**src/hw/rtl/im2col_pkg.sv**
```systemverilog
// ----------------------------------------------------------------------------
// im2col_pkg
// Shared types and constants for the im2col patch unroller.
// ----------------------------------------------------------------------------
package im2col_pkg;

  // Default store geometry
  localparam int MAX_PIXELS_DEF = 4096;
  localparam int WORD_BITS_DEF  = 32;

  // Fixed field widths
  localparam int PIXEL_W  = 32;
  localparam int CFG_AW   = 5;
  localparam int CFG_DW   = 32;
  localparam int ADDR_SUM_W = 18;  // chan * H * W + r * W + c never exceeds 2^18 - 1

  // Queue between front and back
  localparam int Q_DEPTH = 4;
  localparam int Q_PW    = $clog2(Q_DEPTH);

  // Request codes
  localparam logic [1:0] FUNC_LOAD   = 2'd0;
  localparam logic [1:0] FUNC_EMIT   = 2'd1;
  localparam logic [1:0] FUNC_REWIND = 2'd2;

  // Register indexes
  localparam logic [2:0] REG_CHANNELS     = 3'd0;
  localparam logic [2:0] REG_IMAGE_HEIGHT = 3'd1;
  localparam logic [2:0] REG_IMAGE_WIDTH  = 3'd2;
  localparam logic [2:0] REG_KERNEL_SIZE  = 3'd3;
  localparam logic [2:0] REG_PADDING      = 3'd4;
  localparam logic [2:0] REG_STEP         = 3'd5;

  // Effective (clamped) configuration
  typedef struct packed {
    logic [6:0] nc;
    logic [6:0] nh;
    logic [6:0] nw;
    logic [2:0] nk;
    logic [1:0] pad;
    logic [2:0] ns;
  } cfg_t;

  // Tap description for one emitted element
  typedef struct packed {
    logic [5:0] chan;
    logic [5:0] row;
    logic [5:0] col;
    logic       pad;
    logic       last;
  } emit_info_t;

  typedef enum logic [1:0] {
    BK_IDLE,
    BK_MUL,
    BK_ADDR,
    BK_DATA
  } bk_state_t;

endpackage

```
**src/hw/rtl/im2col_queue.sv**
```systemverilog
// ----------------------------------------------------------------------------
// im2col_queue
// Small first-in first-out queue between front and back.
// ----------------------------------------------------------------------------
module im2col_queue import im2col_pkg::*; #(
  parameter int DATA_W = 8
) (
  input  logic              clk,
  input  logic              rst_n,
  input  logic              push,
  input  logic [DATA_W-1:0] push_data,
  input  logic              pop,
  output logic [DATA_W-1:0] pop_data,
  output logic              full,
  output logic              not_empty
);

  logic [DATA_W-1:0] slot_r [Q_DEPTH];
  logic [Q_PW-1:0]   wr_ptr_r, rd_ptr_r;
  logic [Q_PW:0]     count_r;

  assign full      = (count_r == (Q_PW+1)'(Q_DEPTH));
  assign not_empty = (count_r != '0);
  assign pop_data  = slot_r[rd_ptr_r];

  always_ff @(posedge clk) begin
    if (push) begin
      slot_r[wr_ptr_r] <= push_data;
    end
  end

  always_ff @(posedge clk) begin
    if (!rst_n) begin
      wr_ptr_r <= '0;
      rd_ptr_r <= '0;
      count_r  <= '0;
    end else begin
      if (push) begin
        wr_ptr_r <= wr_ptr_r + Q_PW'(1);
      end
      if (pop) begin
        rd_ptr_r <= rd_ptr_r + Q_PW'(1);
      end
      if (push && !pop) begin
        count_r <= count_r + (Q_PW+1)'(1);
      end else if (pop && !push) begin
        count_r <= count_r - (Q_PW+1)'(1);
      end
    end
  end

endmodule

```
**config.mk**
```make
export PLATFORM = sky130hd
export DESIGN_NAME = im2col_queue
export DESIGN_NICKNAME = d
export VERILOG_FILES = /design/src/hw/rtl/im2col_pkg.sv /design/src/hw/rtl/im2col_queue.sv
export SDC_FILE = /design/constraint.sdc
export NUM_CORES = 1
export LEC_CHECK = 0
export BUFFER_PORTS_ARGS = -buffer_cell sky130_fd_sc_hd__buf_2
export CAP_MARGIN = 15
export CORE_UTILIZATION = 35
export CTS_BUF_LIST = sky130_fd_sc_hd__clkbuf_8
export CTS_CLUSTER_SIZE = 16
export DETAILED_ROUTE_END_ITERATION = 8
export GPL_ROUTABILITY_DRIVEN = 1
export GPL_TIMING_DRIVEN = 0
export SKIP_LAST_GASP = 1
export SLEW_MARGIN = 5
export SYNTH_ARGS = -nofsm -noshare
export SYNTH_HDL_FRONTEND = slang
export SYNTH_SLANG_ARGS = --single-unit
```
**constraint.sdc**
```tcl
create_clock -name clk -period 1.6 [get_ports clk]
set_input_delay 0.4 -clock clk [delete_from_list [all_inputs] [get_ports clk]]
set_output_delay 0.4 -clock clk [all_outputs]
set_load 0.01 [all_outputs]
```
==> impl_metrics.ini <==
[sta]
final.period_utilization_pct = 114.7
setup_violations = 8
finalHoldViolCount = 0
worst_clock_skew_ns = 0.006981
fmax_ghz = 0.5447
rsz0062_at_grt = true
worst_pin_slew_ns = 0.4299
slew_headroom_pct = 71.34
fin_ws_ns = -0.2357
period_minus_slack_ns = 1.836
finalMaxSlewViolations = 0

[worst_setup_path]
critPathBufInv = 2
crit_fanout = 8
cpPeakStageDelay_ns = 0.52
worstSetupPathType = reg -> out
cp_top_family = multiplexers
cp.required_ns = 1.20
endpoint_kind = output pin
arrival_ns = 1.44
worstPathCellList = buf_12 -> mux4_2 -> buf_6
cp_slowest_cell = mux4_2
start_kind = flop

[finish]
layout.nets = 132
antenna_cells = 0
final_util_pct = 43.78
drive_gt1_share_pct = 40.87
area_growth_pct = 19.66

[cts]
clkTransAtPathRegs_ns = 0.08
htree_levels = 2
clock-root-buffer = clkbuf_8
cts_buffers = 5
cts_tree = built
cts.path.max_buffers = 2
worstSkewPairLatency_ns = 0.29
clock-sinks = 41

[synthesis]
syn-cell-area_um2 = 1604
yosysSeqAreaShare_pct = 71.14
yosys_register_bits = 41
avgSynthCellArea_um2 = 18.87
synth_warnings = 0
yosys.cell_types.count = 18
synth.net_count = 103
netlist_instances = 85

[power]
combPwrFrac_pct = 14.2
p_total_uw = 2213
p_seq_share_pct = 56.5
p_leak_uw = 0.0006949
cellPowerDensity_nw_per_um2 = 1153
ir_worst_vdd_v = 0.0004294
power.switching_uw = 522.4
swShare_pct = 23.60
p_int_uw = 1691
p_clk_share_pct = 29.3

[detailed_routing]
vias = 785
routed_wl_um = 2395
met1_length_um = 1126
drt_first_iter_violations = 35
wl_met2_um = 1093
top_layer_used = met4
dr.pass1.iters = 3
postRouteAntennaNets = 0
wire_per_inst_um = 14.34
drc = 0
vias_per_cell = 4.701
wl_met3_um = 121

[floorplanning]
pin_count = 22
rows = 24
die_area_um2 = 4857
die_h_um = 69.70
die_w_um = 69.70
start_util_pct = 36.59
coreArea_um2 = 4384

[global_route]
first_global_vias = 817
grt_max_degree = 14
groute.usage.overall_pct = 11.39
grt_overflow = 0
grt_pass1_wl_um = 4036
antenna_found_initial = 0

[placed_design]
port_buffers = 21
hpwlAfterDp_um = 1696
gp_congestion = 0.6317

[status]
violations = negative setup slack
status = finished, violations left

[job]
max_cap_violations = 0

[min_path]
hp-class = in -> reg
layer usage:
metal,track usage (%),up-vias
li1,-,377
met1,14.33,382
met2,17.15,21
met3,4.651,5
met4,5.333,0
met5,0,-
kinds of logic after synthesis:
kind of cell	count (synthesis)	synth area share (%)
AO/OA/AOI/OAI	2	0.7799
XOR/XNOR	5	2.731
adder cells (fa/ha/maj)	6	5.148
buffers and inverters	6	1.949
flip-flops	41	71.14
multiplexers	10	12.48
AND/OR/NAND/NOR	15	5.772
final cells by class:
| class | instances | area (um^2) |
|---|---|---|
| fillers | 397 | 2465 |
| flip-flops and latches | 41 | 1147 |
| multi-input cells | 38 | 446.7 |
| repair buffers | 22 | 131.4 |
| clock buffers | 5 | 68.82 |
| well taps | 52 | 65.06 |
| plain buffers | 2 | 25.02 |
| clock inverters | 3 | 17.52 |
| inverters | 4 | 17.52 |
state kept, by name, summed over array words and instances, names as in the netlist, named ones only:
| signal | count |
|---|---|
| rd_ptr_r | 2 |
| wr_ptr_r | 2 |
| count_r | 3 |
| slot_r | 32 |
power by group through the flow:
stage	clock network [uW]	registers (uW)	logic (uW)
6_report	648	1250	314
5_1_grt	710	1260	349
4_1_cts	667	1250	300
3_5_place_dp	0	1270	291
3_3_place_gp	0	1270	284
2_1_floorplan	0	1260	195
final timing paths:
| kind | start | endpoint | slack, ns | cells after the start |
|---|---|---|---|---|
| setup reg to reg | count_r[1] | count_r[2] | 0.11 | 5 |
| setup / recovery | flop | pop_data[3] | -0.24 | 3 |
| hold reg to reg | count_r[2] | count_r[2] | 0.51 | 2 |
| hold / removal | push_data[2] | slot_r[2][2] | 0.32 | 1 |
cell usage after synthesis, drive strengths merged:
| cell | n | area, um^2 |
|---|---|---|
| nand2 | 1 | 3.750 |
| xor2 | 3 | 26.28 |
| o21ai | 1 | 5.000 |
| mux2i | 2 | 20.02 |
| edfxtp | 32 | 960.9 |
| ha | 5 | 62.56 |
| clkbuf | 1 | 5.000 |
| a21boi | 1 | 7.510 |
| fa | 1 | 20.02 |
| nor2b | 2 | 12.51 |
| xnor2 | 2 | 17.52 |
| mux4 | 8 | 180.2 |
| nor3b | 1 | 7.510 |
| dfxtp | 9 | 180.2 |
| inv | 4 | 15.01 |
| or3 | 2 | 12.51 |
| and2 | 9 | 56.30 |
| buf | 1 | 11.26 |
layout by cell type (no fill, tap or decap), drive strengths merged:
cell / n
edfxtp: 32
buf: 23
and2: 9
dfxtp: 9
mux4: 8
clkbuf: 6
ha: 5
inv: 4
xor2: 3
or3: 2
xnor2: 2
mux2i: 2
nor2b: 2
clkinv: 2
nor3b: 1
nand2: 1
o21ai: 1
a21boi: 1
fa: 1
clkinvlp: 1
stage by stage:
step                setup slack (ns)  hold WS, ns  cell area [um^2]  std cells  TNS (ns)
global route                 -0.2787       0.3169              1919        167    -2.080
floorplan                    0.01084       0.4628              1622         85         0
detailed placement           -0.2059       0.4979              1792        158   -0.2059
CTS                          -0.2699       0.3136              1889        166    -1.976
global placement             -0.1828       0.4725              1792        158   -0.1828
finish                       -0.2357       0.3246              1919        167    -1.703
timing repair:
item	in CTS	in global routing
gates resized for setup	3	6
setup endpoints to repair	8	9
hold buffers	0	0
buffers inserted	0	1
hold endpoints to repair	0	0
pin swaps	0	1
Power figures use the tool's default switching activity.
