<file path="src/hw/rtl/im2col_pkg.sv">
// ----------------------------------------------------------------------------
// im2col_pkg
// Shared types and constants for the im2col patch unroller.
// ----------------------------------------------------------------------------
package im2col_pkg;

  // Default store geometry
  localparam int MAX_PIXELS_DEF = 4096;
  localparam int WORD_BITS_DEF  = 32;

  // Fixed field widths
  localparam int PIXEL_W  = 32;
  localparam int CFG_AW   = 5;
  localparam int CFG_DW   = 32;
  localparam int ADDR_SUM_W = 18;  // chan * H * W + r * W + c never exceeds 2^18 - 1

  // Queue between front and back
  localparam int Q_DEPTH = 4;
  localparam int Q_PW    = $clog2(Q_DEPTH);

  // Request codes
  localparam logic [1:0] FUNC_LOAD   = 2'd0;
  localparam logic [1:0] FUNC_EMIT   = 2'd1;
  localparam logic [1:0] FUNC_REWIND = 2'd2;

  // Register indexes
  localparam logic [2:0] REG_CHANNELS     = 3'd0;
  localparam logic [2:0] REG_IMAGE_HEIGHT = 3'd1;
  localparam logic [2:0] REG_IMAGE_WIDTH  = 3'd2;
  localparam logic [2:0] REG_KERNEL_SIZE  = 3'd3;
  localparam logic [2:0] REG_PADDING      = 3'd4;
  localparam logic [2:0] REG_STEP         = 3'd5;

  // Effective (clamped) configuration
  typedef struct packed {
    logic [6:0] nc;
    logic [6:0] nh;
    logic [6:0] nw;
    logic [2:0] nk;
    logic [1:0] pad;
    logic [2:0] ns;
  } cfg_t;

  // Tap description for one emitted element
  typedef struct packed {
    logic [5:0] chan;
    logic [5:0] row;
    logic [5:0] col;
    logic       pad;
    logic       last;
  } emit_info_t;

  typedef enum logic [1:0] {
    BK_IDLE,
    BK_MUL,
    BK_ADDR,
    BK_DATA
  } bk_state_t;

endpackage

</file>
<file path="src/hw/rtl/im2col_cfg_regs.sv">
// ----------------------------------------------------------------------------
// im2col_cfg_regs
// APB-style register file with clamped view of the scan geometry.
// ----------------------------------------------------------------------------
module im2col_cfg_regs import im2col_pkg::*; (
  input  logic              clk,
  input  logic              rst_n,
  input  logic              psel,
  input  logic              penable,
  input  logic              pwrite,
  input  logic [CFG_AW-1:0] paddr,
  input  logic [CFG_DW-1:0] pwdata,
  output logic [CFG_DW-1:0] prdata,
  output logic              pready,
  output cfg_t              cfg
);

  logic [6:0] channels_r;
  logic [6:0] image_height_r;
  logic [6:0] image_width_r;
  logic [2:0] kernel_size_r;
  logic [1:0] padding_r;
  logic [2:0] step_r;
  logic [2:0] reg_idx;
  logic       wr_en;

  assign pready = 1'b1;
  assign reg_idx = paddr[4:2];
  assign wr_en = psel && penable && pwrite;

  always_ff @(posedge clk) begin
    if (!rst_n) begin
      channels_r     <= 7'd1;
      image_height_r <= 7'd8;
      image_width_r  <= 7'd8;
      kernel_size_r  <= 3'd3;
      padding_r      <= 2'd1;
      step_r         <= 3'd1;
    end else if (wr_en) begin
      unique case (reg_idx)
        REG_CHANNELS:     channels_r     <= pwdata[6:0];
        REG_IMAGE_HEIGHT: image_height_r <= pwdata[6:0];
        REG_IMAGE_WIDTH:  image_width_r  <= pwdata[6:0];
        REG_KERNEL_SIZE:  kernel_size_r  <= pwdata[2:0];
        REG_PADDING:      padding_r      <= pwdata[1:0];
        REG_STEP:         step_r         <= pwdata[2:0];
        default: ;
      endcase
    end
  end

  always_comb begin
    unique case (reg_idx)
      REG_CHANNELS:     prdata = CFG_DW'(channels_r);
      REG_IMAGE_HEIGHT: prdata = CFG_DW'(image_height_r);
      REG_IMAGE_WIDTH:  prdata = CFG_DW'(image_width_r);
      REG_KERNEL_SIZE:  prdata = CFG_DW'(kernel_size_r);
      REG_PADDING:      prdata = CFG_DW'(padding_r);
      REG_STEP:         prdata = CFG_DW'(step_r);
      default:          prdata = '0;
    endcase
  end

  // Clamp dimensions to 1..64, kernel to 1..7, stride to 1..4
  always_comb begin
    cfg.nc  = (channels_r == 7'd0) ? 7'd1 : ((channels_r > 7'd64) ? 7'd64 : channels_r);
    cfg.nh  = (image_height_r == 7'd0) ? 7'd1 :
              ((image_height_r > 7'd64) ? 7'd64 : image_height_r);
    cfg.nw  = (image_width_r == 7'd0) ? 7'd1 :
              ((image_width_r > 7'd64) ? 7'd64 : image_width_r);
    cfg.nk  = (kernel_size_r == 3'd0) ? 3'd1 : kernel_size_r;
    cfg.pad = padding_r;
    cfg.ns  = (step_r == 3'd0) ? 3'd1 : ((step_r > 3'd4) ? 3'd4 : step_r);
  end

endmodule

</file>
<file path="config.mk">
export PLATFORM = sky130hd
export DESIGN_NAME = im2col_cfg_regs
export DESIGN_NICKNAME = d
export VERILOG_FILES = /design/src/hw/rtl/im2col_pkg.sv /design/src/hw/rtl/im2col_cfg_regs.sv
export SDC_FILE = /design/constraint.sdc
export NUM_CORES = 1
export LEC_CHECK = 0
export ABC_AREA = 0
export ABC_CLOCK_PERIOD_IN_PS = 1150
export BUFFER_PORTS_ARGS = -buffer_cell sky130_fd_sc_hd__buf_2
export CAP_MARGIN = 15
export CELL_PAD_IN_SITES_DETAIL_PLACEMENT = 0
export CELL_PAD_IN_SITES_GLOBAL_PLACEMENT = 1
export CORE_ASPECT_RATIO = 0.5
export CORE_MARGIN = 2
export CORE_UTILIZATION = 30
export CTS_CLUSTER_DIAMETER = 60
export DETAILED_ROUTE_END_ITERATION = 8
export PLACE_DENSITY = 0.75
export SETUP_SLACK_MARGIN = 0.05
export SKIP_CTS_REPAIR_TIMING = 1
export SLEW_MARGIN = 5
export SYNTH_ARGS = -nofsm -noshare
export SYNTH_HDL_FRONTEND = slang
export SYNTH_SLANG_ARGS = --single-unit
</file>
<file path="constraint.sdc">
create_clock -name clk -period 1.15 [get_ports clk]
set_input_delay 0.0575 -clock clk [delete_from_list [all_inputs] [get_ports clk]]
set_output_delay 0.0575 -clock clk [all_outputs]
set_load 0.01 [all_outputs]
</file>
==> results of run 1 <==
[per-layer routing]
layer / share of wire, % / vias up
met4: 1.3 / 0
met5: 0 / -
met2: 45 / 51
met3: 6.4 / 4
li1: - / 778
met1: 47 / 756
[path summary, 6_finish.rpt]
kind	start	to	slack (ps)
worst min register to register	image_height_r[2]$_SDFFE_PN0P_	image_height_r[2]$_SDFFE_PN0P_	480
worst min-delay path	pwdata[3]	channels_r[3]$_SDFFE_PN0P_	60
worst max register to register	channels_r[0]$_SDFFE_PN1P_	channels_r[0]$_SDFFE_PN1P_	390
worst max-delay path	padding_r[0]$_SDFFE_PN1P_	prdata[0]	-150
[flip-flops by register name, indices dropped and copies added (netlist names)]
register,cells
step_r,3
channels_r,7
image_width_r,7
image_height_r,7
padding_r,2
kernel_size_r,3
[metrics by stage]
step / area (um2) / utilization (%) / TNS, ps
final: 2400 / 42.8 / -580
after global routing: 2400 / 42.8 / -1170
after CTS: 2290 / 40.8 / -967
after detailed placement: 2130 / 38.0 / -391
after global placement: 2130 / 38.0 / -175
after floorplan: 1880 / - / 0
[area by class of cell]
| class | instances | area (um2) |
|---|---|---|
| multi-input combinational | 163 | 1080 |
| fill | 545 | 3210 |
| inverter | 4 | 15.0 |
| clock buffer | 7 | 153 |
| clock inverter | 1 | 5.00 |
| timing repair buffer | 72 | 452 |
| sequential | 29 | 606 |
| tap | 73 | 91.3 |
[logic make-up (layout without fill, tap and decap cells)]
group,after synthesis,count (layout),share of synthesized area (%)
AO/OA/AOI/OAI,17,17,6.85
buffers and inverters,45,84,15.6
flip-flops,29,29,32.4
multiplexers,38,38,21.2
other,2,26,0.419
AND/OR/NAND/NOR,82,82,23.5
[layout by cell type (no fill, tap or decap)]
master and count:
mux2i_1 36, a2bb2oi_2 2, a21oi_1 4, dfxtp_1 11
a2bb2oi_1 2, conb_1 26, nor2_1 14, nor3b_1 1
dfxtp_4 1, o211ai_1 1, nor2b_1 19, o311ai_0 1
nor2b_4 1, clkbuf_16 5, nand2_1 31, and2b_1 1
nand4_1 1, o21ai_0 2, or3_1 4, o221ai_2 2
buf_2 50, o221ai_1 1, nand2b_1 2, buf_6 3
o21a_1 1, buf_4 17, nand4b_4 1, mux2i_2 2
nand4b_1 1, o21bai_1 1, nor3_2 2, nand3_1 2
clkbuf_8 2, buf_12 2, nor3_4 1, and4b_1 1
dfxtp_2 17, clkinv_2 1, inv_1 4
[power by group]
part           switching (mW)  leakage (nW)  internal (mW)
logic                   0.176         0.896          0.120
registers             0.00871         0.241           1.01
clock network           0.458        0.0799          0.914
total                   0.643          1.22           2.05
[worst max-delay path: cells and delay by family (launching register included)]
family                 cells  cell delay [ps]
muxes                      1               80
buffers and inverters      1              160
AOI/OAI and AO/OA          1               70
DFF                        1              330
and+or+nand+nor            1              320
==> results.json, run 1 <==
{
  "cellLeakagePower_nw": 1.22,
  "post-synth-top-area-cell": "dfxtp_1",
  "gr-usage-met1_pct": 19.0,
  "coreArea_um2": 5610,
  "wl_per_cell_um": 13.3,
  "async_reset_ff_share_pct": 0,
  "grt_start_max_net_pins": 14,
  "drt_iter0_drc": 97,
  "ys.flop_type": "dfxtp_1",
  "row_count": 19,
  "antennaDiodeCount": 0,
  "cp.arrival_ps": 1240,
  "vias_per_cell": 4.55,
  "drcViolationCount": 6,
  "cts_buffer_depth": 2,
  "post-route-period-util_pct": 113,
  "synth_most_common_cell": "mux2i_1",
  "nNetsFinal": 317,
  "synth_edf_count": 0,
  "synth_common_cells": "mux2i_1, nand2_1, dfxtp_1",
  "postRouteAntennaNets": 0,
  "die_h_um": 58.6,
  "max_cap_viol_count": 0,
  "whs_ps": 56.4,
  "cts.sinks": 29,
  "setup_viol_count_final": 9,
  "finalWorstPathRequiredPeriod_ps": 1300,
  "synth.avg_cell_area_um2": 8.41,
  "insertion_delay_ps": 280,
  "io_pins": 104,
  "rsz0062_at_grt": "yes",
  "fp.dieArea_um2": 6640,
  "slew_viol_final": 0,
  "cts_made_buffers": 5,
  "gr-usage-met2_pct": 22.4,
  "crit_path_max_incr_delay_ps": 330,
  "setup_slack_ps": -147,
  "peakVddDrop_uv": 605,
  "cp-end-kind": "primary output",
  "gp_congestion": 0.832,
  "synth_warnings": 0,
  "crit_path_max_fanout": 3,
  "antenna_found_initial": 0,
  "r2r_cells": 3,
  "yosys-top-cells-area": "dfxtp_1, mux2i_1, buf_4",
  "fmax_mhz": 771,
  "yosysSeqAreaShare_pct": 32.4,
  "required_ps": 1090,
  "io_buffer_count": 50,
  "grt_pass1_wl_um": 7130,
  "cts-root-buf": "clkbuf_16",
  "worstHoldPathCells": 3,
  "finalPower_mw": 2.69,
  "routed_wl_um": 4650,
  "htree_levels": 2,
  "top_usage_layer": "met2",
  "cpMaxStageDelayCell": "dfxtp_2",
  "dieWidth_um": 113,
  "grt_usage_pct": 14.5,
  "cp-start-kind": "flop",
  "clkTransAtPathRegs_ps": 50,
  "power.density_nw_per_um2": 1120,
  "drive_above_1_share_pct": 39.5,
  "place_inst": 339,
  "place_ws_ps": -108,
  "dr.pass1.iters": 6,
  "area.growth.synth_to_final_pct": 34.2,
  "hold_class": "in2reg",
  "violations": "design-rule violations, negative setup slack",
  "syn-cell-area_um2": 1790,
  "stdcell_count": 349,
  "use_met3_pct": 5.36,
  "synth_top_cell_area_share_pct": 32.4,
  "synthDistinctLibCells": 29,
  "hold_viol": 0,
  "path_cells": "mux2i_1, or3_1, o221ai_2, buf_2",
  "ys_ff_latch": 29,
  "syn-instance-count": 213,
  "skew_ps": 0,
  "critical_path_class": "reg2out",
  "initial_core_util_pct": 31.9,
  "grt-ovfl-total": 0,
  "grt_pass1_vias": 1427,
  "vias": 1589,
  "tritoncts": "yes",
  "status": "finished with violations",
  "hpwl_um": 3600
}
No activity file was read; power rests on OpenSTA's default activity.
==> run 2, diff against run 1 <==
Settings changed: TNS_END_PERCENT set to 30.
==> run 2 against run 1 <==
Compared with the run above: the run still ends with design-rule violations, negative setup slack left; design area is 1.2% lower; worst hold slack worse by 0.92 ps; sequential power hardly changed; first-iteration DRC count is 8.2% lower; sequential share of layout area hardly changed; critical path depth stayed put; global-route usage stayed put.
==> results.json, run 2 (same netlist as run 1, synthesis figures left out) <==
{
  "status": "finished with violations",
  "violations": "design-rule violations, negative setup slack",
  "cts_made_buffers": 5,
  "rsz0062_at_grt": "yes",
  "cp.arrival_ps": 1250,
  "finalPower_mw": 2.69,
  "cts.sinks": 29,
  "crit_path_max_fanout": 3,
  "slew_viol_final": 0,
  "peakVddDrop_uv": 600,
  "cp-start-kind": "flop",
  "whs_ps": 55.5,
  "grt-ovfl-total": 0,
  "grt_usage_pct": 14.5,
  "layout_commonest_cell": "buf_2",
  "post-route-period-util_pct": 113,
  "fillers": 552,
  "die_h_um": 58.6,
  "stdcell_count": 349,
  "tns_ps": -589,
  "hold_class": "in2reg",
  "comb_power_share_pct": 11.0,
  "nNetsFinal": 317,
  "fp.dieArea_um2": 6640,
  "drcViolationCount": 6,
  "setup_viol_count_final": 7,
  "place_inst": 339,
  "top_regs": "channels_r (7), image_height_r (7), image_width_r (7)",
  "cp-end-kind": "primary output",
  "initial_core_util_pct": 31.9,
  "critical_path_class": "reg2out",
  "finalWorstPathRequiredPeriod_ps": 1300,
  "postRouteAntennaNets": 0,
  "grt_pass1_wl_um": 7130,
  "dr.pass1.iters": 6,
  "fmax_mhz": 768,
  "utilization_pct": 42.3,
  "required_ps": 1090,
  "power_switching_uw": 642,
  "gp_congestion": 0.832,
  "routed_wl_um": 4640,
  "vias_per_cell": 4.53,
  "p_int_mw": 2.05,
  "cts_buffer_depth": 2,
  "cellLeakagePower_nw": 1.21,
  "area.growth.synth_to_final_pct": 32.6,
  "io_buffer_count": 50,
  "p_sw_share_pct": 23.9,
  "clock_power_share_pct": 51.0,
  "max_cap_viol_count": 0,
  "drive_above_1_share_pct": 37.7,
  "coreArea_um2": 5610,
  "final_cell_mix": "buf_2, mux2i_1, nand2_1",
  "cts-root-buf": "clkbuf_16",
  "clkTransAtPathRegs_ps": 50,
  "hpwl_um": 3600,
  "antennaDiodeCount": 0,
  "grt_start_max_net_pins": 14,
  "htree_levels": 2,
  "skew_ps": 0,
  "drt_iter0_drc": 89,
  "hold_viol": 0,
  "vias": 1582,
  "row_count": 19,
  "seqPwrFrac_pct": 38.0,
  "power.density_nw_per_um2": 1130,
  "tritoncts": "yes",
  "grt_pass1_vias": 1427,
  "dieWidth_um": 113,
  "insertion_delay_ps": 280,
  "io_pins": 104,
  "antenna_found_initial": 0,
  "wl_per_cell_um": 13.3,
  "setup_slack_ps": -153
}
[run 2: metrics by stage]
| step | instance area (um2) | setup WS [ps] |
|---|---|---|
| 4_1_cts | 2290 | -191 |
| 3_5_place_dp | 2130 | -108 |
| 6_report | 2370 | -153 |
| 3_3_place_gp | 2130 | -34.9 |
| 2_1_floorplan | 1880 | 221 |
| 5_1_grt | 2370 | -200 |
[run 2: area by class of cell]
cell class	count	area, um2	area share [%]
multi-input combinational	163	1070	45.0
sequential	29	598	25.2
timing repair buffer	72	444	18.7
clock buffer	7	153	6.43
tap	73	91.3	3.85
inverter	4	15.0	0.632
clock inverter	1	5.00	0.211
[run 2: worst paths after layout]
kind	cells after the start	start	slack, ps	endpoint
worst min-delay path	3	pwdata[3]	60	channels_r[3]$_SDFFE_PN0P_
worst min register to register	2	image_height_r[2]$_SDFFE_PN0P_	480	image_height_r[2]$_SDFFE_PN0P_
worst max-delay path	4	padding_r[0]$_SDFFE_PN1P_	-150	prdata[0]
worst max register to register	3	image_width_r[6]$_SDFFE_PN0P_	380	image_width_r[6]$_SDFFE_PN0P_
[run 2: power by group through the flow]
stage	sequential, mW	clock, mW	combinational [mW]
final	1.02	1.37	0.295
after global routing	1.02	1.44	0.321
after CTS	1.02	1.39	0.281
after detailed placement	1.04	0	0.281
after global placement	1.04	0	0.278
after floorplan	1.04	0	0.228
[run 2: critical path: stages (launching register included)]
cell      delay, ps
dfxtp_2         330
mux2i_1          80
or3_1           320
o221ai_2         80
buf_2           160
[run 2: metal layers]
| layer | vias to the layer above | part of all wire [%] | track usage, % |
|---|---|---|---|
| li1 | 781 | - | - |
| met1 | 748 | 49 | 19.0 |
| met2 | 49 | 44 | 22.4 |
| met3 | 4 | 5.6 | 5.36 |
| met4 | 0 | 1.3 | 4.70 |
| met5 | - | 0 | 0 |
==> run 3, diff against run 2 <==
Settings changed: CORE_MARGIN 2 to 4.
==> run 3 against run 2 <==
Compared with the run above: the run ends with negative setup slack left; sequential power is essentially flat; critical endpoint is now prdata[1]; clock power decreased by 9%; critical path depth unchanged; non-clock buffer count fell by 2; sequential cell count is the same; clock-buffer cell count is the same.
==> results.json, run 3 (same netlist as run 1, synthesis figures left out) <==
{
  "status": "finished with violations",
  "violations": "negative setup slack",
  "rsz0062_at_grt": "yes",
  "initial_core_util_pct": 31.8,
  "grt_pass1_wl_um": 7500,
  "critPathLaunch": "padding_r[1]$_SDFFE_PN0P_",
  "coreArea_um2": 5630,
  "grt_usage_pct": 13.0,
  "finalPower_mw": 2.55,
  "wl_per_cell_um": 13.5,
  "seqCellArea_um2": 598,
  "cpMaxStageDelayCell": "dfxtp_2",
  "dieWidth_um": 117,
  "grt-ovfl-total": 0,
  "path_delay_family": "flip-flops",
  "io_buffer_count": 50,
  "cts_made_buffers": 5,
  "drive_above_1_share_pct": 35.5,
  "routed_wl_um": 4660,
  "critical_path_class": "reg2out",
  "path_cells": "mux2i_1, or3_1, o221ai_1, buf_2",
  "cellLeakagePower_nw": 1.18,
  "cp.arrival_ps": 1230,
  "setup_viol_count_final": 8,
  "hold_viol": 0,
  "hpwl_um": 3670,
  "r2r_cells": 3,
  "vias": 1577,
  "final_cell_mix": "buf_2, mux2i_1, nand2_1",
  "required_ps": 1090,
  "crit_path_max_incr_delay_ps": 330,
  "antenna_found_initial": 0,
  "fillers": 585,
  "cts_buffer_depth": 2,
  "vias_per_cell": 4.56,
  "rr_endpoint": "image_width_r[6]$_SDFFE_PN0P_",
  "drt_iter0_drc": 59,
  "post-route-period-util_pct": 112,
  "slew_viol_final": 0,
  "cts-root-buf": "clkbuf_16",
  "nNetsFinal": 315,
  "dr.pass1.iters": 4,
  "peakVddDrop_uv": 443,
  "reg2reg_slack_ps": 410,
  "cp-start-kind": "flop",
  "cp-end-kind": "primary output",
  "whs_ps": 82.2,
  "clkTransAtPathRegs_ps": 50,
  "crit_end": "prdata[1]",
  "postRouteAntennaNets": 0,
  "gp_congestion": 0.916,
  "power.density_nw_per_um2": 1100,
  "crit_path_max_fanout": 3,
  "tritoncts": "yes",
  "htree_levels": 2,
  "regToRegStartpoint": "image_width_r[6]$_SDFFE_PN0P_",
  "die_h_um": 62.6,
  "fmax_mhz": 775,
  "top_regs": "channels_r (7), image_height_r (7), image_width_r (7)",
  "cp_num_cells": 4,
  "multi_input_area_um2": 1070,
  "drcViolationCount": 0,
  "finalInstanceArea_um2": 2320,
  "insertion_delay_ps": 270,
  "max_cap_viol_count": 0,
  "place_ws_ps": -26.3,
  "grt_start_max_net_pins": 17,
  "fp.dieArea_um2": 7340,
  "antennaDiodeCount": 0,
  "cts.sinks": 29,
  "layout_commonest_cell": "buf_2",
  "finalWorstPathRequiredPeriod_ps": 1290,
  "tns_ps": -465,
  "area.growth.synth_to_final_pct": 29.7,
  "dpl_cell_area_um2": 2110,
  "crit_buf_inv": 1,
  "skew_ps": 0,
  "row_count": 19,
  "setup_slack_ps": -141,
  "hold_class": "in2reg",
  "io_pins": 104,
  "grt_pass1_vias": 1565
}
-- run 3: cell count changes in the layout (fill, tap and decap cells not counted), sizes merged --
cell	before	now
buf	72	70
clkinv	1	0
-- run 3: final cells by class --
type / count / area share, %
Clock buffer: 7 / 6.14
Inverter: 4 / 0.647
Tap cell: 73 / 3.93
Sequential cell: 29 / 25.8
Multi-Input combinational cell: 163 / 46.1
Timing Repair Buffer: 70 / 17.4
-- run 3: worst min-delay path by stage --
stage,cells after the start,start,end
3_3_place_gp,3,pwdata[3],channels_r[3]$_SDFFE_PN0P_
2_1_floorplan,2,pwdata[3],channels_r[3]$_SDFFE_PN0P_
5_1_grt,3,pwdata[3],channels_r[3]$_SDFFE_PN0P_
3_5_place_dp,3,pwdata[3],channels_r[3]$_SDFFE_PN0P_
6_report,3,pwdata[3],channels_r[3]$_SDFFE_PN0P_
4_1_cts,3,pwdata[3],channels_r[3]$_SDFFE_PN0P_
-- run 3: metrics by stage --
| step | cells | util (%) |
|---|---|---|
| floorplan | 237 | - |
| global placement | 339 | 37.4 |
| detailed placement | 339 | 37.4 |
| CTS | 346 | 40.0 |
| global route | 346 | 41.2 |
| finish | 346 | 41.2 |
-- run 3: tightest hold or removal path, stage by stage --
cell	delay [ps]
buf_2	130
nand2_1	60
mux2i_1	60
-- run 3: layer usage --
metal | up-vias | GRT usage (%) | part of all wire, %
li1 | 784 | - | -
met1 | 729 | 16.4 | 45
met2 | 57 | 21.1 | 47
met3 | 7 | 3.19 | 5.9
met4 | 0 | 5.44 | 1.5
met5 | - | 0 | 0
-- run 3: power breakdown --
group	leakage (nW)	total (mW)	internal, mW	switching [mW]
sequential	0.239	1.02	1.01	0.00865
clock	0.0700	1.25	0.845	0.401
combinational	0.870	0.282	0.109	0.173
total	1.18	2.55	1.97	0.583
