## src/hw/rtl/im2col_pkg.sv

```systemverilog
// ----------------------------------------------------------------------------
// im2col_pkg
// Shared types and constants for the im2col patch unroller.
// ----------------------------------------------------------------------------
package im2col_pkg;

  // Default store geometry
  localparam int MAX_PIXELS_DEF = 4096;
  localparam int WORD_BITS_DEF  = 32;

  // Fixed field widths
  localparam int PIXEL_W  = 32;
  localparam int CFG_AW   = 5;
  localparam int CFG_DW   = 32;
  localparam int ADDR_SUM_W = 18;  // chan * H * W + r * W + c never exceeds 2^18 - 1

  // Queue between front and back
  localparam int Q_DEPTH = 4;
  localparam int Q_PW    = $clog2(Q_DEPTH);

  // Request codes
  localparam logic [1:0] FUNC_LOAD   = 2'd0;
  localparam logic [1:0] FUNC_EMIT   = 2'd1;
  localparam logic [1:0] FUNC_REWIND = 2'd2;

  // Register indexes
  localparam logic [2:0] REG_CHANNELS     = 3'd0;
  localparam logic [2:0] REG_IMAGE_HEIGHT = 3'd1;
  localparam logic [2:0] REG_IMAGE_WIDTH  = 3'd2;
  localparam logic [2:0] REG_KERNEL_SIZE  = 3'd3;
  localparam logic [2:0] REG_PADDING      = 3'd4;
  localparam logic [2:0] REG_STEP         = 3'd5;

  // Effective (clamped) configuration
  typedef struct packed {
    logic [6:0] nc;
    logic [6:0] nh;
    logic [6:0] nw;
    logic [2:0] nk;
    logic [1:0] pad;
    logic [2:0] ns;
  } cfg_t;

  // Tap description for one emitted element
  typedef struct packed {
    logic [5:0] chan;
    logic [5:0] row;
    logic [5:0] col;
    logic       pad;
    logic       last;
  } emit_info_t;

  typedef enum logic [1:0] {
    BK_IDLE,
    BK_MUL,
    BK_ADDR,
    BK_DATA
  } bk_state_t;

endpackage

```

## src/hw/rtl/im2col_front.sv

```systemverilog
// ----------------------------------------------------------------------------
// im2col_front
// Request decode, load counter and scan counters; posts work to the queue.
// ----------------------------------------------------------------------------
module im2col_front import im2col_pkg::*; #(
  parameter int MAX_PIXELS = MAX_PIXELS_DEF,
  parameter int WORD_BITS  = WORD_BITS_DEF
) (
  input  logic                          clk,
  input  logic                          rst_n,
  input  cfg_t                          cfg,
  input  logic                          in_valid,
  output logic                          in_ready,
  input  logic [1:0]                    in_func,
  input  logic [PIXEL_W-1:0]            in_pixel,
  input  logic                          q_full,
  output logic                          q_push,
  output logic                          q_is_load,
  output logic [$clog2(MAX_PIXELS)-1:0] q_waddr,
  output logic [WORD_BITS-1:0]          q_wdata,
  output emit_info_t                    q_info
);

  localparam int AW  = $clog2(MAX_PIXELS);
  localparam int LCW = $clog2(MAX_PIXELS + 1);

  logic [LCW-1:0] load_count_r, load_count_nxt;
  logic [5:0]     chan_r, chan_nxt;
  logic [2:0]     krow_r, krow_nxt;
  logic [2:0]     kcol_r, kcol_nxt;
  logic [5:0]     orow_r, orow_nxt;
  logic [5:0]     ocol_r, ocol_nxt;

  logic       accept;
  logic       store_full;
  logic [7:0] row_s, col_s;
  logic       row_out, col_out;
  logic       cw, ch, ckc, ckr, cc;

  assign in_ready   = !q_full;
  assign accept     = in_valid && in_ready;
  assign store_full = (load_count_r == LCW'(MAX_PIXELS));

  // Tap position, may go negative by up to the padding
  assign row_s   = 8'(krow_r) + 8'(orow_r) - 8'(cfg.pad);
  assign col_s   = 8'(kcol_r) + 8'(ocol_r) - 8'(cfg.pad);
  assign row_out = row_s[7] || (row_s[6:0] >= cfg.nh);
  assign col_out = col_s[7] || (col_s[6:0] >= cfg.nw);

  assign cw  = (7'(ocol_r) + 7'(cfg.ns)) >= cfg.nw;
  assign ch  = (7'(orow_r) + 7'(cfg.ns)) >= cfg.nh;
  assign ckc = (4'(kcol_r) + 4'd1) >= 4'(cfg.nk);
  assign ckr = (4'(krow_r) + 4'd1) >= 4'(cfg.nk);
  assign cc  = (7'(chan_r) + 7'd1) >= cfg.nc;

  assign q_is_load   = (in_func == FUNC_LOAD);
  assign q_waddr     = load_count_r[AW-1:0];
  assign q_wdata     = in_pixel[WORD_BITS-1:0];
  assign q_info.chan = chan_r;
  assign q_info.row  = row_s[5:0];
  assign q_info.col  = col_s[5:0];
  assign q_info.pad  = row_out || col_out;
  assign q_info.last = cw && ch && ckc && ckr && cc;

  always_comb begin
    load_count_nxt = load_count_r;
    chan_nxt = chan_r;
    krow_nxt = krow_r;
    kcol_nxt = kcol_r;
    orow_nxt = orow_r;
    ocol_nxt = ocol_r;
    q_push   = 1'b0;
    if (accept) begin
      unique case (in_func)
        FUNC_LOAD: begin
          // drop the word once the store is full
          if (!store_full) begin
            q_push = 1'b1;
            load_count_nxt = load_count_r + LCW'(1);
          end
        end
        FUNC_EMIT: begin
          q_push = 1'b1;
          if (!cw) begin
            ocol_nxt = ocol_r + 6'(cfg.ns);
          end else begin
            ocol_nxt = '0;
            if (!ch) begin
              orow_nxt = orow_r + 6'(cfg.ns);
            end else begin
              orow_nxt = '0;
              if (!ckc) begin
                kcol_nxt = kcol_r + 3'd1;
              end else begin
                kcol_nxt = '0;
                if (!ckr) begin
                  krow_nxt = krow_r + 3'd1;
                end else begin
                  krow_nxt = '0;
                  chan_nxt = cc ? 6'd0 : chan_r + 6'd1;
                end
              end
            end
          end
        end
        FUNC_REWIND: begin
          load_count_nxt = '0;
          chan_nxt = '0;
          krow_nxt = '0;
          kcol_nxt = '0;
          orow_nxt = '0;
          ocol_nxt = '0;
        end
        default: ;
      endcase
    end
  end

  always_ff @(posedge clk) begin
    if (!rst_n) begin
      load_count_r <= '0;
      chan_r <= '0;
      krow_r <= '0;
      kcol_r <= '0;
      orow_r <= '0;
      ocol_r <= '0;
    end else begin
      load_count_r <= load_count_nxt;
      chan_r <= chan_nxt;
      krow_r <= krow_nxt;
      kcol_r <= kcol_nxt;
      orow_r <= orow_nxt;
      ocol_r <= ocol_nxt;
    end
  end

endmodule

```

## config.mk

```make
export PLATFORM = sky130hd
export DESIGN_NAME = im2col_front
export DESIGN_NICKNAME = d
export VERILOG_FILES = /design/src/hw/rtl/im2col_pkg.sv /design/src/hw/rtl/im2col_front.sv
export SDC_FILE = /design/constraint.sdc
export NUM_CORES = 1
export LEC_CHECK = 0
export BUFFER_PORTS_ARGS = -buffer_cell sky130_fd_sc_hd__buf_2
export CAP_MARGIN = 20
export CORE_MARGIN = 2
export CORE_UTILIZATION = 45
export DETAILED_ROUTE_END_ITERATION = 8
export GPL_ROUTABILITY_DRIVEN = 0
export GPL_TIMING_DRIVEN = 0
export PLACE_DENSITY = 0.72
export SYNTH_ARGS = -nofsm -noshare
export SYNTH_HDL_FRONTEND = slang
export SYNTH_SLANG_ARGS = --single-unit
```

## constraint.sdc

```tcl
create_clock -name clk -period 3.9 [get_ports clk]
set_input_delay 0.195 -clock clk [delete_from_list [all_inputs] [get_ports clk]]
set_output_delay 0.195 -clock clk [all_outputs]
set_load 0.01 [all_outputs]
```

==> summary.txt, run 1 <==
H-tree Lvls = 2
critical path capture point type = primary output
TritonRoute pass-1 iters = 4
synthesized area = 4170 um^2
first-pass GRT wire length = 15300 um
slowest CP cell = fa_1
main area contributors after synthesis = ha_1, dfxtp_1, buf_4, inv_1, xnor2_1
WS Path Type = flip-flop to primary output
status = finished, final reports clean
unrepaired setup endpoints after global routing = false
Synth cell types = 53
DR vias/cell = 5.19
Final #Nets = 769
Worst Path Max Fanout = 4
Num Clock Sinks = 37
CTS buffer count = 5
global route overflow = 0
CORE AREA = 9110 um^2
Worst Hold Slack = 0.307 ns
Worst Tran Pin Value = 0.491 ns
Critical Path Source Type = flip-flop
register bit total from synthesis = 37
Main synth FF type = dfxtp_1
leakage = 2.58 nW
largest net degree at the start of global routing = 13
Post-CTS Setup Bufs = 0
Area growth syn-to-layout = 19.1%
Syn. warnings = 0
Reg-to-Reg Start = orow_r[0]
period utilisation layout = 95.2%
Setup-failing EPs final = 0
slack of the critical path = 0.189 ns
CTS Root Cell = clkbuf_8
Die H = 100 um
share of the synthesized area in the top cell type = 23.7%
Die W = 100 um
CTS hold repair buffers = 0
fraction of registers with async set/reset = 0%
PwrDens = 222 nW/um^2
Synth Instances = 509
ratio of cells with drive above 1 in the final layout = 27.5%
Synthesized Nets = 661
post-route design area = 4970 um^2
antenna cells = 0
DP HPWL = 7770 um
# port buffers = 101
grt met1 use = 24.0%
Reg2Reg Depth = 13
hold_sp = rst_n
Hold Path Class = primary input to flip-flop
r2r setup slk = 0.61 ns
cell taking the most area after synthesis = ha_1
Hold Path End = load_count_r[9]
dpl ws = 0.314 ns
syn_area_per_cell = 8.20 um^2
Layout Skew = 0.00936 ns
Placed Area = 4820 um^2
Post-synth EDFFs = 0
Seq/Total Area, Yosys = 17.8%
required time of the critical path = 3.70 ns
row cnt = 35
clock-pin transition on the worst setup and hold timing paths = 0.08 ns
slew margin rel. = 66.9%
deepest clock path buffer count = 2
initial antenna violation count = 0
Max-Cap Viols = 0
Routed WL per cell = 12.6 um
Crit path largest cell delay = 0.50 ns
Arr. time, crit path = 3.52 ns
Highest Clock Rate = 269 MHz
DRC viols = 0
CTS tree = done
Max Slew Vio Count = 0
global routing met3 resource utilization = 3.20%
Worst-Skew Late Latency = 0.30 ns
initial core utilization = 45.8%
Worst VDD drop = 0.169 mV
vias = 3781
hold depth = 3
Reg-to-Reg End = chan_r[5]
GRT Resource Usage Total = 18.3%
die area = 10100 um^2
met2 Track Usage GR = 31.6%
Initial DRC Count = 163
Routed WL = 9220 um
Detail Route Antenna Nets = 0
vias in the first global route = 3449
I/O Pins = 134
min cycle time layout = 3.71 ns
final hold vios = 0
GRT busiest layer = met2
setup TNS = 0 ns
crit-path cells = inv_1, fa_1, inv_1, ha_1, a21o_1, a21oi_2, nor2b_1, o21a_1, nor2_1, xor2_1, ha_1, a21o_1, a211oi_2, nand4_1, buf_2
overall power = 0.00110 W
==> per-layer routing <==
metal / wire length [um] / up-vias
met1: 4050 / 1746
li1: - / 1919
met2: 4580 / 106
met5: 0 / -
met4: 120 / 0
met3: 472 / 10
==> cells by family after synthesis <==
kind of cell	count (synthesis)	share of synthesized area, %
multiplexers	5	1.20
AND/OR/NAND/NOR	135	17.5
XOR/XNOR	33	6.93
buffers and inverters	120	14.8
AO/OA/AOI/OAI	94	15.3
flip-flops	37	17.8
adder cells (fa/ha/maj)	85	26.6
==> layout by cell type (no fill, tap or decap), types with 14 or more instances in the layout <==
cell type,netlist,final
a21oi_1,20,18
buf_2,0,101
buf_4,44,44
dfxtp_1,37,36
ha_1,79,79
inv_1,73,73
nand2_1,30,30
nand3_1,19,19
nor2_1,24,24
nor2b_1,14,14
o21ai_0,15,15
xnor2_1,19,19
xor2_1,14,14
==> where the power goes <==
part           internal [W]  leakage [nW]  switching (W)
logic              0.000150          2.21       0.000171
registers          0.000381         0.299     0.00000424
clock network      0.000254        0.0681       0.000144
total              0.000785          2.58       0.000319
==> synth_stat cells, drive strengths merged, types with 7 or more instances <==
cell	count
inv	73
and3	10
ha	79
xor2	14
nand3	20
a31oi	7
nand2	30
a21o	13
nor2	24
dfxtp	37
o21ai	22
a21oi	20
xnor2	19
nor2b	14
buf	44
nand4	9
==> final cells by class <==
class                           count  area (um^2)
Buffer                             47          342
Clock buffer                        5         68.8
Clock inverter                      3         65.1
Fill cell                         870         4140
Inverter                           73          274
Multi-Input combinational cell    352         2830
Sequential cell                    37          742
Tap cell                          111          139
Timing Repair Buffer              101          505
==> flip-flops by register name, summed over array words and instances, names as in the netlist <==
| signal | flops |
|---|---|
| orow_r | 6 |
| kcol_r | 3 |
| krow_r | 3 |
| load_count_r | 13 |
| ocol_r | 6 |
| chan_r | 6 |
==> critical path: cells and delay by family, from the launching register on <==
family / cells / cell delay [ns]
AOI/OAI and AO/OA: 5 / 0.96
xor gates and xnor gates: 1 / 0.22
buffers and inverters: 3 / 0.29
adders and majority gates: 3 / 1.07
and+or+nand+nor: 3 / 0.31
DFF: 1 / 0.38
==> worst max path at each step <==
stage | start | depth (start not counted) | slack [ns] | endpoint
2_1_floorplan | kcol_r[1] | 14 | 0.67 | q_info[1]
3_3_place_gp | kcol_r[1] | 15 | 0.41 | q_info[1]
3_5_place_dp | kcol_r[1] | 15 | 0.31 | q_info[1]
4_1_cts | kcol_r[1] | 15 | 0.06 | q_info[1]
5_1_grt | kcol_r[1] | 16 | 0.01 | q_info[1]
6_report | kcol_r[1] | 15 | 0.19 | q_info[1]
==> what timing repair did <==
action	CTS	global route
pin swaps	0	0
gates resized for setup	2	4
endpoints found under the hold margin	0	0
cloned	0	0
endpoints found under the setup margin	1	1
==> per-stage QoR <==
step                      utilization [%]  instances
after global routing                 54.5        729
after CTS                            54.4        729
after detailed placement             52.9        721
after floorplan                         -        509
final                                54.5        729
after global placement               52.9        721
(Power assumes the default switching activity.)
==> run 2, diff against run 1 <==
--- a/config.mk
+++ b/config.mk
@@ -12,7 +12,7 @@
 export DETAILED_ROUTE_END_ITERATION = 8
 export GPL_ROUTABILITY_DRIVEN = 0
 export GPL_TIMING_DRIVEN = 0
-export PLACE_DENSITY = 0.72
+export PLACE_DENSITY = 0.75
 export SYNTH_ARGS = -nofsm -noshare
 export SYNTH_HDL_FRONTEND = slang
 export SYNTH_SLANG_ARGS = --single-unit
==> constraint.sdc (replaced) <==
create_clock -name clk -period 3 [get_ports clk]
set_input_delay 0.15 -clock clk [delete_from_list [all_inputs] [get_ports clk]]
set_output_delay 0.15 -clock clk [all_outputs]
set_load 0.01 [all_outputs]
==> summary.txt, run 2 (synthesized netlist as in run 1, its figures left out) <==
vias in the first global route = 3767 (+9.2%)
post-route design area = 5460 um^2 (+9.9%)
final hold vios = 0 (unchanged)
commonest non-fill, non-tap cell in the layout = buf_2
CTS Root Cell = clkbuf_8
Setup-failing EPs final = 9 (+9)
crit-path leading delay family = adder cells
max reg flops = 13 (unchanged)
CTS hold repair buffers = 0 (unchanged)
largest net degree at the start of global routing = 14 (+1)
GRT Resource Usage Total = 19.5% (+1.2 points)
DRC viols = 0 (unchanged)
WS Path Type = flip-flop to primary output
Worst-Skew Late Latency = 0.29 ns (about the same)
slowest CP cell = fa_1
unrepaired setup endpoints after global routing = true
initial antenna violation count = 0 (unchanged)
Worst Tran Pin Value = 0.552 ns (+0.0608 ns)
slew margin rel. = 63.1% (-3.8 points)
Initial DRC Count = 176 (+8.0%)
Final #Nets = 803 (+4.4%)
critical path capture point type = primary output
Worst Path Max Fanout = 2 (-2)
largest reg by FF count = load_count_r
vias = 3906 (+3.3%)
failing checks = negative setup slack
H-tree Lvls = 2 (unchanged)
Max-Cap Viols = 0 (unchanged)
period utilisation layout = 117%
CP bufs+invs = 3 (unchanged)
global route overflow = 0 (unchanged)
Routed WL = 10200 um (+11%)
ratio of cells with drive above 1 in the final layout = 38.8% (+11 points)
Die H = 100 um (unchanged)
required time of the critical path = 2.85 ns (-0.85 ns)
Crit path largest cell delay = 0.55 ns (+0.05 ns)
overall power = 0.00145 W (+31%)
initial core utilization = 45.8% (unchanged)
most frequent cells in the layout = buf_2, ha_1, buf_4
Highest Clock Rate = 286 MHz
Detail Route Antenna Nets = 0 (unchanged)
Arr. time, crit path = 3.35 ns (-0.17 ns)
CTS buffer count = 5 (unchanged)
leakage = 2.79 nW (+8.0%)
first-pass GRT wire length = 16300 um (+6.5%)
antenna cells = 0 (unchanged)
PwrDens = 265 nW/um^2 (+19%)
Routed WL per cell = 13.4 um (+6.2%)
Num Clock Sinks = 37 (unchanged)
slack of the critical path = -0.496 ns (-0.684 ns)
row cnt = 35 (unchanged)
CORE AREA = 9110 um^2 (unchanged)
Hold Path Class = primary input to flip-flop
DP HPWL = 7930 um (+2.1%)
min cycle time layout = 3.50 ns
Area growth syn-to-layout = 30.9%
Layout Skew = 0.00393 ns (-0.00543 ns)
Max Slew Vio Count = 0 (unchanged)
crit-path cells = inv_2, fa_1, inv_2, fa_2, a21o_1, a21oi_2, nor2b_1, nor2_1, o21bai_1, xnor2_1, ha_1, o2111ai_2, a21oi_2, a211oi_2, nand4_1, buf_2
deepest clock path buffer count = 2 (unchanged)
DR vias/cell = 5.12 (-1.3%)
Critical Path Source Type = flip-flop
die area = 10100 um^2 (unchanged)
clock-pin transition on the worst setup and hold timing paths = 0.08 ns (about the same)
Worst VDD drop = 0.180 mV (+6.7%)
Placed Area = 4840 um^2 (+0.47%)
TritonRoute pass-1 iters = 4 (unchanged)
FILL cells = 778 (-11%)
# port buffers = 101 (unchanged)
status = finished with violations
Die W = 100 um (unchanged)
I/O Pins = 134 (unchanged)
CTS tree = done
run 2: per-layer routing:
metal	wire, um	GRT usage (%)	vias to the layer above	share of wire (%)
li1	-	-	1982	-
met1	4280	22.9	1810	42
met2	5360	35.9	100	52
met3	429	3.20	14	4.2
met4	175	6.32	0	1.7
met5	0	0	-	0
run 2: cell type report:
cell class	count	area, um^2	area share, %
Multi-Input combinational cell	352	3050	55.9
Timing Repair Buffer	135	783	14.3
Sequential cell	37	753	13.8
Buffer	47	342	6.26
Inverter	73	274	5.02
Tap cell	111	139	2.54
Clock buffer	5	68.8	1.26
Clock inverter	3	46.3	0.848
run 2: path summary, 6_finish.rpt:
kind                                        end  slack, ns      start  cells past startpoint
worst max register to register        orow_r[1]      -0.11  ocol_r[0]                     16
worst min-delay path            load_count_r[7]       0.29      rst_n                      3
worst max-delay path                  q_info[1]      -0.50  kcol_r[1]                     16
worst min register to register        orow_r[0]       0.46  orow_r[0]                      2
run 2: per-stage QoR:
step | TNS [ns] | util [%] | worst slack (ns) | hold slack, ns | cells
CTS | -0.925 | 57.2 | -0.476 | 0.277 | 749
detailed placement | -1.78 | 53.1 | -0.393 | 0.479 | 721
global route | -2.86 | 59.9 | -0.630 | 0.283 | 763
floorplan | -0.0690 | - | -0.0690 | 0.351 | 509
finish | -0.985 | 59.9 | -0.496 | 0.286 | 763
global placement | -0.588 | 53.1 | -0.329 | 0.473 | 721
run 2: timing repair:
action                                  in CTS  in global routing
setup buffers                               20                 15
pin swaps                                   28                 34
endpoints found under the setup margin      21                 26
gates resized for setup                     29                 37
run 2: worst register-to-register path: stages (launching register included):
cell	delay (ns)
dfxtp_2	0.34
buf_6	0.10
ha_4	0.12
inv_2	0.03
fa_2	0.34
nor2b_2	0.15
o21ai_2	0.09
xnor2_2	0.15
ha_1	0.28
and3_4	0.19
a221oi_4	0.28
o21ai_4	0.13
buf_4	0.16
buf_6	0.11
o21a_4	0.21
and3_1	0.16
o21a_1	0.16
run 2: power by group:
group | internal (W) | switching [W]
Combinational | 0.000242 | 0.000257
Sequential | 0.000494 | 0.00000580
Clock | 0.000249 | 0.000200
==> run 3, diff against run 2 <==
--- a/config.mk
+++ b/config.mk
@@ -8,11 +8,10 @@
 export BUFFER_PORTS_ARGS = -buffer_cell sky130_fd_sc_hd__buf_2
 export CAP_MARGIN = 20
 export CORE_MARGIN = 2
-export CORE_UTILIZATION = 45
+export CORE_UTILIZATION = 35
 export DETAILED_ROUTE_END_ITERATION = 8
 export GPL_ROUTABILITY_DRIVEN = 0
 export GPL_TIMING_DRIVEN = 0
-export PLACE_DENSITY = 0.75
 export SYNTH_ARGS = -nofsm -noshare
 export SYNTH_HDL_FRONTEND = slang
 export SYNTH_SLANG_ARGS = --single-unit
==> constraint.sdc (replaced) <==
create_clock -name clk -period 2.9 [get_ports clk]
set_input_delay 0.145 -clock clk [delete_from_list [all_inputs] [get_ports clk]]
set_output_delay 0.145 -clock clk [all_outputs]
set_load 0.01 [all_outputs]
==> summary.txt, run 3 (synthesized netlist as in run 1, its figures left out) <==
Worst-Skew Late Latency = 0.28 ns (about the same)
leakage = 2.76 nW (-1.0%)
Worst Path Max Fanout = 2 (unchanged)
Final #Nets = 792 (-1.4%)
Num Clock Sinks = 37 (unchanged)
slew margin rel. = 63.2% (+0.13 points)
Layout Skew = 0.00318 ns (-0.000745 ns)
max reg flops = 13 (unchanged)
DP HPWL = 8180 um (+3.2%)
initial antenna violation count = 0 (unchanged)
post-route design area = 5450 um^2 (-0.18%)
CTS tree = done
die area = 12800 um^2 (+27%)
Die H = 113 um (+13%)
H-tree Lvls = 2 (unchanged)
min cycle time layout = 3.45 ns
DRC viols = 11 (+11)
vias = 3858 (-1.2%)
Arr. time, crit path = 3.31 ns (-0.04 ns)
failing checks = design-rule violations, negative setup slack
global route overflow = 0 (unchanged)
setup TNS = -3.51 ns (-2.52 ns)
# port buffers = 101 (unchanged)
commonest non-fill, non-tap cell in the layout = buf_2
Initial DRC Count = 103 (-41%)
Worst VDD drop = 0.254 mV (+41%)
critical path capture point type = primary output
CTS hold repair buffers = 0 (unchanged)
initial core utilization = 36.2% (-9.6 points)
Die W = 113 um (+13%)
status = finished with violations
largest net degree at the start of global routing = 13 (-1)
CTS buffer count = 5 (unchanged)
I/O Pins = 134 (unchanged)
Hold Path Class = primary input to flip-flop
Detail Route Antenna Nets = 0 (unchanged)
register area = 748 um^2 (-0.66%)
largest reg by FF count = load_count_r
Worst Tran Pin Value = 0.550 ns (-0.00190 ns)
final hold vios = 0 (unchanged)
Routed WL = 10300 um (about the same)
CORE AREA = 11500 um^2 (+26%)
TritonRoute pass-1 iters = 6 (+2)
overall power = 0.00153 W (+5.5%)
GRT Resource Usage Total = 15.7% (-3.8 points)
area of the multi-input gates = 3060 um^2 (+0.25%)
unrepaired setup endpoints after global routing = true
CTS Root Cell = clkbuf_16
ratio of cells with drive above 1 in the final layout = 37.9% (-0.89 points)
deepest clock path buffer count = 2 (unchanged)
WS Path Type = flip-flop to primary output
PwrDens = 280 nW/um^2 (+5.7%)
FILL cells = 1120 (+44%)
most frequent cells in the layout = buf_2, ha_1, inv_1
DR vias/cell = 4.92 (-3.9%)
period utilisation layout = 119%
Max Slew Vio Count = 0 (unchanged)
Highest Clock Rate = 290 MHz
Worst Hold Slack = 0.290 ns (+0.00364 ns)
final core utilization = 47.3% (-13 points)
Area growth syn-to-layout = 30.7%
Max-Cap Viols = 0 (unchanged)
Critical Path Source Type = flip-flop
Setup-failing EPs final = 26 (+17)
antenna cells = 0 (unchanged)
slack of the critical path = -0.550 ns (-0.0549 ns)
first-pass GRT wire length = 16900 um (+3.7%)
clock-pin transition on the worst setup and hold timing paths = 0.06 ns (-0.02 ns)
row cnt = 39 (+11%)
Placed Area = 4880 um^2 (+0.83%)
required time of the critical path = 2.76 ns (-0.09 ns)
vias in the first global route = 3756 (-0.29%)
Routed WL per cell = 13.1 um (-2.6%)
[run 3: cell types whose count changed in the layout (fill, tap and decap cells not counted), sizes merged]
cell    delta
buf       -11
bufinv     -1
clkinv     +1
[run 3: critical path, stage by stage (launching register included)]
cell and delay (ns):
dfxtp_2 0.32, inv_1 0.05, fa_1 0.59, inv_1 0.06
ha_1 0.29, a21o_1 0.18, a21oi_2 0.16, o21bai_1 0.09
a21oi_2 0.18, xor2_1 0.11, ha_1 0.19, a211o_1 0.32
a211oi_2 0.23, nand4_1 0.11, buf_2 0.15
[run 3: routing by layer]
layer  part of all wire [%]  vias to the layer above  track usage, %  wire length (um)
li1                       -                     1961               -                 -
met3                    4.3                       13            2.25               443
met2                     50                       96            28.9              5160
met1                     44                     1788            19.3              4470
met5                      0                        -               0                 0
met4                    1.7                        0            3.82               179
[run 3: what timing repair did]
item                       in CTS  in global routing
pin swaps                      43                 28
buffers inserted               15                  9
setup endpoints to repair      27                 26
gates resized for setup        53                 16
[run 3: layout make-up]
cell class,instances,share of cell area (%)
Sequential cell,37,13.7
Multi-Input combinational cell,352,56.2
Tap cell,143,3.28
Clock inverter,3,0.321
Clock buffer,5,2.30
Buffer,47,6.27
Inverter,73,5.03
Timing Repair Buffer,124,12.9
[run 3: worst paths after layout]
path	cells after the start	endpoint	from	slack, ns
setup / recovery	14	q_info[1]	krow_r[1]	-0.55
hold reg to reg	2	orow_r[2]	orow_r[2]	0.47
setup reg to reg	15	orow_r[1]	ocol_r[1]	-0.23
hold / removal	3	load_count_r[9]	rst_n	0.29
[run 3: per-stage QoR]
stage,cells,worst slack (ns)
6_report,784,-0.550
3_3_place_gp,753,-0.464
2_1_floorplan,509,-0.164
5_1_grt,784,-0.734
3_5_place_dp,753,-0.478
4_1_cts,776,-0.548
[run 3: power by group]
group	internal, W	leakage (nW)	switching, W	total [W]
Sequential	0.000513	0.301	0.00000610	0.000519
Clock	0.000315	0.0696	0.000217	0.000533
Combinational	0.000226	2.39	0.000250	0.000476
